<file path="src/vde_pkg.sv">
`default_nettype none
package vde_pkg;

  // request kinds on s_tuser
  localparam logic [1:0] REQ_TICK = 2'd0;
  localparam logic [1:0] REQ_PLAY = 2'd1;
  localparam logic [1:0] REQ_STOP = 2'd2;

  // configuration register indexes
  localparam logic [1:0] CFG_LEVEL_TARGET = 2'd0;
  localparam logic [1:0] CFG_SMOOTH_COEFF = 2'd1;
  localparam logic [1:0] CFG_DECLICK_STEP = 2'd2;

  localparam int SAMPLE_BITS_DEF    = 24;
  localparam int GAIN_FRAC_BITS_DEF = 24;

  // level is Q4.20, voice gain Q5.24
  localparam int LEVEL_W    = 24;
  localparam int LEVEL_FRAC = 20;
  localparam int VGAIN_FRAC = 24;
  localparam int VG_W       = 29;
  localparam int DELTA_W    = LEVEL_W + 1;
  localparam int MOVE_W     = LEVEL_W + 2;

  localparam logic [LEVEL_W-1:0] LEVEL_TARGET_RST = 24'd1048576;
  localparam int SMOOTH_COEFF_RST = 34914;
  localparam int DECLICK_STEP_RST = 69905;

endpackage
`default_nettype wire

</file>
<file path="src/voice_declick_envelope.sv">
`default_nettype none
// channel  dir  handshake         payload
// s        in   s_tvalid/tready   tdata: in_left, in_right; tuser: req_type, source_missing
// m        out  m_tvalid/tready   tdata: out_left, out_right; tuser: is_sounding, restart
// cfg      in   cfg_we            cfg_index, cfg_data
//
// Play, stop, an idle tick or a missing source go from accept straight to the output.
// A sounding tick first has one shared signed multiplier run four products in turn
// (smoother, envelope times level, left, right), each registered before use.
// s_tready is high only while the sequencer is idle. A stalled m side holds the
// finished word; the next word is still taken and waits before loading the output.
// rst (synchronous) clears voice state and restores the register defaults.
module voice_declick_envelope #(
  parameter int SAMPLE_BITS    = vde_pkg::SAMPLE_BITS_DEF,
  parameter int GAIN_FRAC_BITS = vde_pkg::GAIN_FRAC_BITS_DEF,
  localparam int IN_W  = ((2 * SAMPLE_BITS + 7) / 8) * 8,
  localparam int GW    = GAIN_FRAC_BITS + 1,
  localparam int CFG_W = (GW > vde_pkg::LEVEL_W) ? GW : vde_pkg::LEVEL_W
) (
  input  wire logic             clk,
  input  wire logic             rst,
  input  wire logic             s_tvalid,
  output logic                  s_tready,
  input  wire logic [IN_W-1:0]  s_tdata,   // in_left, in_right, zero pad
  input  wire logic [2:0]       s_tuser,   // req_type[1:0], source_missing
  output logic                  m_tvalid,
  input  wire logic             m_tready,
  output logic [IN_W-1:0]       m_tdata,   // out_left, out_right, zero pad
  output logic [1:0]            m_tuser,   // is_sounding, restart_playhead
  input  wire logic             cfg_we,
  input  wire logic [1:0]       cfg_index,
  input  wire logic [CFG_W-1:0] cfg_data
);

  localparam int SB = SAMPLE_BITS;
  localparam int G  = GAIN_FRAC_BITS;
  localparam int LW = vde_pkg::LEVEL_W;
  localparam int MA = (SB > vde_pkg::DELTA_W) ? SB : vde_pkg::DELTA_W;
  localparam int MB = ((G + 2) > (vde_pkg::VG_W + 1)) ? (G + 2) : (vde_pkg::VG_W + 1);
  localparam int PW = MA + MB;
  localparam int VG_SHIFT = G + vde_pkg::LEVEL_FRAC - vde_pkg::VGAIN_FRAC;

  localparam logic [GW-1:0] GAIN_ONE = {1'b1, {G{1'b0}}};
  localparam logic [GW-1:0] STEP_MIN = {{G{1'b0}}, 1'b1};
  localparam logic signed [PW-1:0] ONE_P   = {{(PW-1){1'b0}}, 1'b1};
  localparam logic signed [PW-1:0] HALF_SM = ONE_P <<< (G - 1);
  localparam logic signed [PW-1:0] HALF_VG = ONE_P <<< (VG_SHIFT - 1);
  localparam logic signed [PW-1:0] HALF_S  = ONE_P <<< (vde_pkg::VGAIN_FRAC - 1);
  localparam logic signed [PW-1:0] SMAX = {{(PW-SB+1){1'b0}}, {(SB-1){1'b1}}};
  localparam logic signed [PW-1:0] SMIN = ~SMAX;

  localparam logic [3:0] ST_IDLE   = 4'd0;
  localparam logic [3:0] ST_SMOOTH = 4'd1;
  localparam logic [3:0] ST_LEVEL  = 4'd2;
  localparam logic [3:0] ST_VGAIN  = 4'd3;
  localparam logic [3:0] ST_VROUND = 4'd4;
  localparam logic [3:0] ST_MUL_L  = 4'd5;
  localparam logic [3:0] ST_MUL_R  = 4'd6;
  localparam logic [3:0] ST_FIN    = 4'd7;
  localparam logic [3:0] ST_OUT    = 4'd8;

  logic [3:0] state;

  logic [LW-1:0] level_target;
  logic [GW-1:0] smooth_coeff;
  logic [GW-1:0] declick_step;

  logic          sounding;
  logic          stopping;
  logic [GW-1:0] env_gain;
  logic [LW-1:0] level_gain;
  logic          level_snap;
  logic          level_apply;

  logic signed [SB-1:0] smp_left;
  logic signed [SB-1:0] smp_right;
  logic signed [SB-1:0] res_left;
  logic signed [SB-1:0] res_right;
  logic                 res_restart;
  logic [vde_pkg::VG_W-1:0] vgain;

  logic signed [MA-1:0] mul_a;
  logic signed [MB-1:0] mul_b;
  logic signed [PW-1:0] prod;

  logic [GW-1:0]        coeff_sat;
  logic [GW-1:0]        step_eff;
  logic signed [vde_pkg::DELTA_W-1:0] delta;
  logic signed [PW-1:0] sm_round;
  logic signed [vde_pkg::MOVE_W-1:0] move;
  logic signed [vde_pkg::MOVE_W-1:0] level_sum;
  logic signed [GW:0]   env_dn;
  logic [GW:0]          env_up;
  logic signed [PW-1:0] vg_round;
  logic signed [PW-1:0] smp_round;
  logic signed [SB-1:0] smp_sat;

  logic [1:0] in_req;
  logic       in_missing;

  assign s_tready   = (state == ST_IDLE);
  assign in_req     = s_tuser[1:0];
  assign in_missing = s_tuser[2];

  always_comb begin
    coeff_sat = (smooth_coeff > GAIN_ONE) ? GAIN_ONE : smooth_coeff;
    step_eff  = (declick_step == '0) ? STEP_MIN : declick_step;
    delta     = $signed({1'b0, level_target}) - $signed({1'b0, level_gain});
  end

  // shared multiplier operand select
  always_comb begin
    case (state)
      ST_SMOOTH: begin
        mul_a = MA'(delta);
        mul_b = $signed(MB'(coeff_sat));
      end
      ST_VGAIN: begin
        mul_a = $signed(MA'(level_gain));
        mul_b = $signed(MB'(env_gain));
      end
      ST_MUL_R: begin
        mul_a = MA'(smp_right);
        mul_b = $signed(MB'(vgain));
      end
      default: begin
        mul_a = MA'(smp_left);
        mul_b = $signed(MB'(vgain));
      end
    endcase
  end

  // rounding: add half, arithmetic shift (ties upward)
  always_comb begin
    sm_round = (prod + HALF_SM) >>> G;
    move     = sm_round[vde_pkg::MOVE_W-1:0];
    if (move == '0 && delta != '0) begin
      move = delta[vde_pkg::DELTA_W-1] ? -vde_pkg::MOVE_W'(1) : vde_pkg::MOVE_W'(1);
    end
    level_sum = $signed({2'b00, level_gain}) + move;
    vg_round  = (prod + HALF_VG) >>> VG_SHIFT;
    smp_round = (prod + HALF_S) >>> vde_pkg::VGAIN_FRAC;
    if (smp_round > SMAX) begin
      smp_sat = SMAX[SB-1:0];
    end else if (smp_round < SMIN) begin
      smp_sat = SMIN[SB-1:0];
    end else begin
      smp_sat = smp_round[SB-1:0];
    end
    env_dn = $signed({1'b0, env_gain}) - $signed({1'b0, step_eff});
    env_up = {1'b0, env_gain} + {1'b0, step_eff};
  end

  always_ff @(posedge clk) begin
    if (rst) begin
      state        <= ST_IDLE;
      level_target <= vde_pkg::LEVEL_TARGET_RST;
      smooth_coeff <= GW'(vde_pkg::SMOOTH_COEFF_RST);
      declick_step <= GW'(vde_pkg::DECLICK_STEP_RST);
      sounding     <= 1'b0;
      stopping     <= 1'b0;
      env_gain     <= '0;
      level_gain   <= '0;
      level_snap   <= 1'b1;
      level_apply  <= 1'b0;
      m_tvalid     <= 1'b0;
    end else begin
      if (cfg_we) begin
        case (cfg_index)
          vde_pkg::CFG_LEVEL_TARGET: level_target <= cfg_data[LW-1:0];
          vde_pkg::CFG_SMOOTH_COEFF: smooth_coeff <= cfg_data[GW-1:0];
          vde_pkg::CFG_DECLICK_STEP: declick_step <= cfg_data[GW-1:0];
          default: ;
        endcase
      end

      // ST_OUT reloads the output itself
      if (m_tvalid && m_tready && state != ST_OUT) begin
        m_tvalid <= 1'b0;
      end

      case (state)
        ST_IDLE: begin
          if (s_tvalid) begin
            smp_left    <= $signed(s_tdata[SB-1:0]);
            smp_right   <= $signed(s_tdata[2*SB-1:SB]);
            res_left    <= '0;
            res_right   <= '0;
            res_restart <= (in_req == vde_pkg::REQ_PLAY) && !sounding;
            state       <= (in_req == vde_pkg::REQ_TICK && sounding && !in_missing) ?
                           ST_SMOOTH : ST_OUT;
            case (in_req)
              vde_pkg::REQ_PLAY: begin
                stopping <= 1'b0;
                if (!sounding) begin
                  sounding   <= 1'b1;
                  env_gain   <= '0;
                  level_snap <= 1'b1;
                end
              end
              vde_pkg::REQ_STOP: begin
                if (sounding) begin
                  stopping <= 1'b1;
                end
              end
              vde_pkg::REQ_TICK: begin
                if (sounding && in_missing) begin
                  sounding <= 1'b0;
                  stopping <= 1'b0;
                  env_gain <= '0;
                end
              end
              default: ;
            endcase
          end
        end
        ST_SMOOTH: begin
          prod        <= mul_a * mul_b;
          level_apply <= !level_snap && (coeff_sat != '0);
          if (level_snap) begin
            level_gain <= level_target;
            level_snap <= 1'b0;
          end
          // envelope reads only its own state, so it steps alongside the smoother
          if (stopping) begin
            if (env_dn <= 0) begin
              env_gain <= '0;
              sounding <= 1'b0;
              stopping <= 1'b0;
            end else begin
              env_gain <= env_dn[GW-1:0];
            end
          end else if (env_gain < GAIN_ONE) begin
            env_gain <= (env_up > {1'b0, GAIN_ONE}) ? GAIN_ONE : env_up[GW-1:0];
          end
          state <= ST_LEVEL;
        end
        ST_LEVEL: begin
          if (level_apply) begin
            level_gain <= level_sum[LW-1:0];
          end
          state <= ST_VGAIN;
        end
        ST_VGAIN: begin
          prod  <= mul_a * mul_b;
          state <= ST_VROUND;
        end
        ST_VROUND: begin
          vgain <= vg_round[vde_pkg::VG_W-1:0];
          state <= ST_MUL_L;
        end
        ST_MUL_L: begin
          prod  <= mul_a * mul_b;
          state <= ST_MUL_R;
        end
        ST_MUL_R: begin
          res_left <= sounding ? smp_sat : '0;
          prod     <= mul_a * mul_b;
          state    <= ST_FIN;
        end
        ST_FIN: begin
          res_right <= sounding ? smp_sat : '0;
          state     <= ST_OUT;
        end
        ST_OUT: begin
          if (!m_tvalid || m_tready) begin
            m_tvalid <= 1'b1;
            m_tdata  <= IN_W'({res_right, res_left});
            m_tuser  <= {res_restart, sounding};
            state    <= ST_IDLE;
          end
        end
        default: state <= ST_IDLE;
      endcase
    end
  end

endmodule
`default_nettype wire
</file>
<file path="config.mk">
export PLATFORM = sky130hd
export DESIGN_NAME = voice_declick_envelope
export DESIGN_NICKNAME = d
export VERILOG_FILES = /design/src/vde_pkg.sv /design/src/voice_declick_envelope.sv
export SDC_FILE = /design/constraint.sdc
export NUM_CORES = 2
export LEC_CHECK = 0
export BUFFER_PORTS_ARGS = -buffer_cell sky130_fd_sc_hd__buf_2
export CAP_MARGIN = 10
export CORE_UTILIZATION = 40
export DETAILED_ROUTE_END_ITERATION = 7
export PLACE_DENSITY = 0.63
export SYNTH_ARGS = -nofsm -noshare
export SYNTH_HDL_FRONTEND = slang
export SYNTH_SLANG_ARGS = --single-unit
</file>
<file path="constraint.sdc">
create_clock -name clk -period 8.5 [get_ports clk]
set_input_delay 1.275 -clock clk [delete_from_list [all_inputs] [get_ports clk]]
set_output_delay 1.275 -clock clk [all_outputs]
set_load 0.02 [all_outputs]
</file>
Word-level counts from Yosys, hierarchy flattened --
Index checks and enable logic that the tools add are counted.
Word-level totals: flip-flop bits (word level) 363, input bits 83, output and inout bits 52, logic and storage cells 148
Cells by class: add/sub/neg operators 6, multiply operators 1, magnitude comparators 6, equality and inequality tests 27, mux-type cells 47, bitwise logic cells 1, reductions and logical operators 40
Operators by type and width (number):
- two-way mux 25 bit | 9
- two-way mux 24 bit | 8
- case mux 24 bit (2 select lines) | 3
- case mux 25 bit (2 select lines) | 2
- case mux 25 bit (3 select lines) | 1
- case mux 29 bit (2 select lines) | 1
- adder 55 x 25 -> 55 bit, second input constant | 1
- multiplier 25 x 30 -> 55 bit | 1
- nonzero test 25 bit | 2
- adder 49 x 21 -> 49 bit, second input constant | 1
- case mux 4 bit (9 select lines) | 1
- greater-than comparator 31 x 24 -> 1 bit, second input constant | 1
- less-than comparator 31 x 24 -> 1 bit, second input constant | 1
- adder 25 x 25 -> 26 bit | 1
- greater-than comparator 26 x 25 -> 1 bit, second input constant | 1
- <= comparator 26 x 1 -> 1 bit, second input constant | 1
- zero test 26 bit | 1
- subtractor 25 x 25 -> 26 bit | 1
- greater-than comparator 25 bit, second input constant | 1
- zero test 25 bit | 1
- less-than comparator 25 bit, second input constant | 1
- subtractor 24 x 24 -> 25 bit | 1
- adder 24 bit | 1
- == test 4 x 3 -> 1 bit, second input constant | 4
- 29 further kinds | 82

Longest topological paths before layout --
depth in word-level cells 8, gate-level depth with buffers 40, mapped depth without buffers 38

Least setup slack after synthesis --
Ideal clock, no wire load.
kind register to register, start register level_gain[6], end register prod[49] (data pin), library setup time 263 ps, data arrival time 8776 ps, data required time 8237 ps, path slack -539 ps, cell stages (with the launch flop) 37, buffers on the path 3, clock period less this slack 9039 ps, cells stage by stage dfxtp_1 -> inv_1 -> ha_1 -> clkbuf_1 -> a21oi_1 -> a21boi_0 -> nor4_1 -> nor2_1 -> a21o_1 -> a21oi_1 -> xor2_1 -> o21ai_0 -> clkbuf_1 -> clkbuf_1 -> nand2_1 -> fa_1 -> inv_1 -> ha_1 -> fa_1 -> inv_1 -> fa_1 -> fa_1 -> inv_1 -> fa_1 -> fa_1 -> ha_1 -> nand2_1 -> nor2_1 -> nand3_1 -> nor4_1 -> a21boi_0 -> a41o_1 -> nor4_1 -> nor3_1 -> nor4_1 -> a311oi_1 -> xnor2_1
On the way: longest elaborated chain between the ends 3
Ends and longest elaborated chain:
- from (decl) | line voice_declick_envelope.sv:71 | logic [LW-1:0] level_gain;
- from (signal assigned) | line voice_declick_envelope.sv:221 | level_gain <= level_target;
- from (signal assigned) | line voice_declick_envelope.sv:240 | level_gain <= level_sum[LW-1:0];
- subtractor 24 x 24 -> 25 bit | line voice_declick_envelope.sv:108 | delta = $signed({1'b0, level_target}) - $signed({1'b0, level_gain});
- case mux 25 bit (3 select lines) (*) | line voice_declick_envelope.sv:113 | case (state)
- multiplier 25 x 30 -> 55 bit (*)
- to (signal assigned) | line voice_declick_envelope.sv:218 | prod <= mul_a * mul_b;
- to (signal assigned) | line voice_declick_envelope.sv:245 | prod <= mul_a * mul_b;
- to (signal assigned) | line voice_declick_envelope.sv:253 | prod <= mul_a * mul_b;
- to (decl) | line voice_declick_envelope.sv:84 | logic signed [PW-1:0] prod;
Every way passes the cells marked *; elsewhere a longest branch is shown, timed or not. A chain may end at the register's enable or synchronous reset.

Final worst setup path --
start register level_gain[4], end register prod[49] (data pin)
Same word-level chain as after synthesis.

==> flow_metrics.py <==
metrics = {
    "drt": {
        "vias_per_cell": 5.47,
        "first_pass_iters": 8,
        "ant_nets": 0,
        "drt_wl_total_um": 153000,
        "drtIter0Drc": 3359,
        "remaining_drc_errors": 0,
        "wire_per_inst_um": 22.0,
        "num_vias": 38100,
    },
    "die": {
        "core-area_mm2": 0.108,
        "fp.dieH_um": 332,
        "rows": 120,
        "die_area_mm2": 0.110,
        "die_w_um": 332,
        "io_pins": 135,
        "start_util_pct": 40.5,
    },
    "logic_synthesis": {
        "yosysWarnings": 0,
        "syn_avg_cell_area_um2": 8.78,
        "syn_inst": 4964,
        "netlist_area_mm2": 0.0436,
        "seq_area_frac_synth_pct": 20.7,
        "synth-edff-count": 212,
        "synth_ff_type": "edfxtp_1",
        "synth_cell_types": 94,
        "syn-num-nets": 5984,
        "ys_ff_latch": 344,
        "async_flop_share_pct": 0,
    },
    "sta": {
        "fmax_ghz": 0.113,
        "tns_ns": -3.84,
        "slew_headroom_pct": 25.4,
        "setup-violations-final": 19,
        "finalCriticalPeriod_ns": 8.83,
        "fin_skew_ns": 0.0206,
        "fin_ws_ns": -0.328,
        "slew_viol_final": 0,
        "hold-worst-slack_ns": 0.419,
        "rsz0062_at_grt": "true",
        "hold_violations": 0,
        "tightest_slew_ns": 1.12,
        "final.period_utilization_pct": 104,
    },
    "critical_path": {
        "critPathMaxFanout": 5,
        "r2r_cells": 39,
        "crit_buf_inv": 9,
        "crit_end": "prod[49]",
        "slowest_stage": "fa_1",
        "startpoint": "level_gain[4]",
        "cp-end-kind": "flop",
        "ff2ff_setup_slack_ns": -0.33,
        "start_kind": "flop",
        "crit_arrival_ns": 9.15,
        "crit-reg2reg-launch": "level_gain[4]",
        "critPathRequiredTime_ns": 8.83,
        "r2r_end": "prod[49]",
        "crit_family": "adder cells",
        "cp_slowest_stage_delay_ns": 0.58,
        "path_class": "flop to flop",
        "critical_path_depth": 39,
    },
    "cts": {
        "clockBufferDepth": 3,
        "cts_sinks": 344,
        "cts-buffers-inserted": 38,
        "htreeDepth": 2,
        "cts_root_buf": "clkbuf_16",
        "worstSkewPairLatency_ns": 0.59,
        "clk_pin_slew_ns": 0.06,
        "postCtsHoldBufs": 0,
        "cts_tree": "built",
    },
    "global_routing": {
        "met1_usage_pct": 39.1,
        "busiest_layer": "met2",
        "use_met2_pct": 42.9,
        "grt_pass1_wl_um": 233000,
        "grt_max_degree": 67,
        "antenna_found_initial": 3,
        "grt_use_total_pct": 27.6,
        "grt_pass1_vias": 38500,
        "overflow": 0,
        "use_met3_pct": 4.32,
    },
    "placement": {
        "gp_congestion": 0.974,
        "place_hpwl_um": 126000,
        "portBuffers": 134,
    },
    "power": {
        "leakagePower_nw": 25.1,
        "power_density_mw_per_mm2": 447,
        "p_total_mw": 23.9,
        "ir_drop_mv": 0.963,
    },
    "run": {
        "drv_cap": 0,
    },
    "finish": {
        "layout_commonest_cell": "nand2_1",
        "final_cell_mix": "nand2_1, inv_1, fa_1, buf_4, nor2_1",
        "drive_gt1_share_pct": 20.7,
        "nets": 6554,
        "syn2layout_area_growth_pct": 22.5,
    },
    "min_path": {
        "hold_depth": 0,
        "min_path_type": "flop to flop",
    },
    "outcome": {
        "violations": "negative setup slack",
        "status": "complete, but fails checks",
    },
}
## logic make-up after synthesis
family          after synthesis  share of synthesized area, %
simple gates               1671                          16.8
compound gates              768                          11.7
fa+ha+maj                   937                          37.6
flops                       344                          20.7
xor+xnor                    164                          3.30
mux                          36                         0.833
buf+inv                    1044                          9.04
## layer usage
| layer | wire length (um) | part of all wire (%) | vias up |
|---|---|---|---|
| li1 | - | - | 17200 |
| met3 | 12800 | 8.4 | 278 |
| met1 | 66700 | 44 | 19000 |
| met4 | 5970 | 3.9 | 2 |
| met5 | 11 | 0.0072 | - |
| met2 | 67600 | 44 | 1673 |
## worst min-delay path by stage
stage / startpoint / end / slack (ns)
after floorplan: res_left[0] / m_tdata[0] / 0.40
after global placement: res_right[23] / m_tdata[47] / 0.40
after detailed placement: res_right[19] / m_tdata[43] / 0.40
after CTS: res_left[8] / m_tdata[8] / 0.42
after global routing: res_left[7] / m_tdata[7] / 0.43
final: res_right[19] / m_tdata[43] / 0.42
## where the power goes
part           switching (mW)  total (mW)  leakage, nW  internal [mW]
sequential             0.0520        2.44         3.04           2.39
clock                   0.772        1.78        0.649           1.01
combinational            9.89        19.6         21.4           9.74
## per-stage QoR
stage / utilization, % / cells / cell area [um^2] / setup slack [ns]
after detailed placement: 46.7 / 6831 / 50200 / -1.22
after floorplan: - / 4964 / 43700 / -0.0295
final: 49.7 / 6968 / 53400 / -0.328
after global placement: 46.7 / 6831 / 50200 / -1.09
after global routing: 49.7 / 6967 / 53400 / -0.613
after CTS: 49.1 / 6947 / 52800 / -0.214
## state kept, by name (all words and copies together) (netlist names), 24 cells and up
| name | flops |
|---|---|
| vgain | 29 |
| level_target | 24 |
| res_right | 24 |
| env_gain | 25 |
| smp_left | 24 |
| declick_step | 25 |
| smooth_coeff | 25 |
| level_gain | 24 |
| prod | 36 |
| res_left | 24 |
| smp_right | 24 |
| m_tdata | 48 |
## what timing repair did
item / CTS / global route
gates resized for setup: 196 / 101
setup buffers: 44 / 22
setup endpoints to repair: 31 / 29
gates cloned: 3 / 0
pin swaps: 100 / 65
## cell usage after synthesis, types with 23 or more instances
| cell type | count | share of area, % |
|---|---|---|
| xnor2_1 | 100 | 2.0 |
| inv_1 | 776 | 6.7 |
| nand2_1 | 781 | 6.7 |
| a21o_1 | 89 | 1.5 |
| nor3_1 | 59 | 0.68 |
| xor2_1 | 64 | 1.3 |
| edfxtp_1 | 212 | 15 |
| o21ai_0 | 98 | 1.1 |
| nor4_1 | 40 | 0.57 |
| mux2i_1 | 34 | 0.78 |
| ha_1 | 316 | 9.1 |
| a22oi_1 | 41 | 0.71 |
| and2_1 | 39 | 0.56 |
| clkbuf_1 | 239 | 2.1 |
| fa_1 | 621 | 29 |
| a211oi_1 | 38 | 0.65 |
| nand2b_1 | 29 | 0.42 |
| dfxtp_1 | 132 | 6.1 |
| o21a_1 | 23 | 0.40 |
| a21oi_1 | 260 | 3.0 |
| nand3_1 | 59 | 0.68 |
| nor2b_1 | 24 | 0.34 |
| nor2_1 | 470 | 4.0 |
| nand4_1 | 37 | 0.53 |
## cell type report
| class | instances | area, um^2 |
|---|---|---|
| sequential | 344 | 9020 |
| fill | 10100 | 54100 |
| timing repair inverter | 1 | 7.51 |
| multi-input combinational | 3576 | 32100 |
| inverter | 778 | 2920 |
| clock buffer | 46 | 1030 |
| antenna | 1 | 2.50 |
| clock inverter | 24 | 300 |
| tap | 1403 | 1760 |
| timing repair buffer | 795 | 6250 |
## worst register-to-register path, delay by kind of cell, from the launching register on
kind / cells / cell delay (ns)
DFF: 1 / 0.34
buffers and inverters: 9 / 0.95
and+or+nand+nor: 8 / 0.82
xor gates and xnor gates: 2 / 0.37
AOI/OAI and AO/OA: 11 / 1.96
adders and majority gates: 9 / 4.09
(Power assumes the default switching activity.)
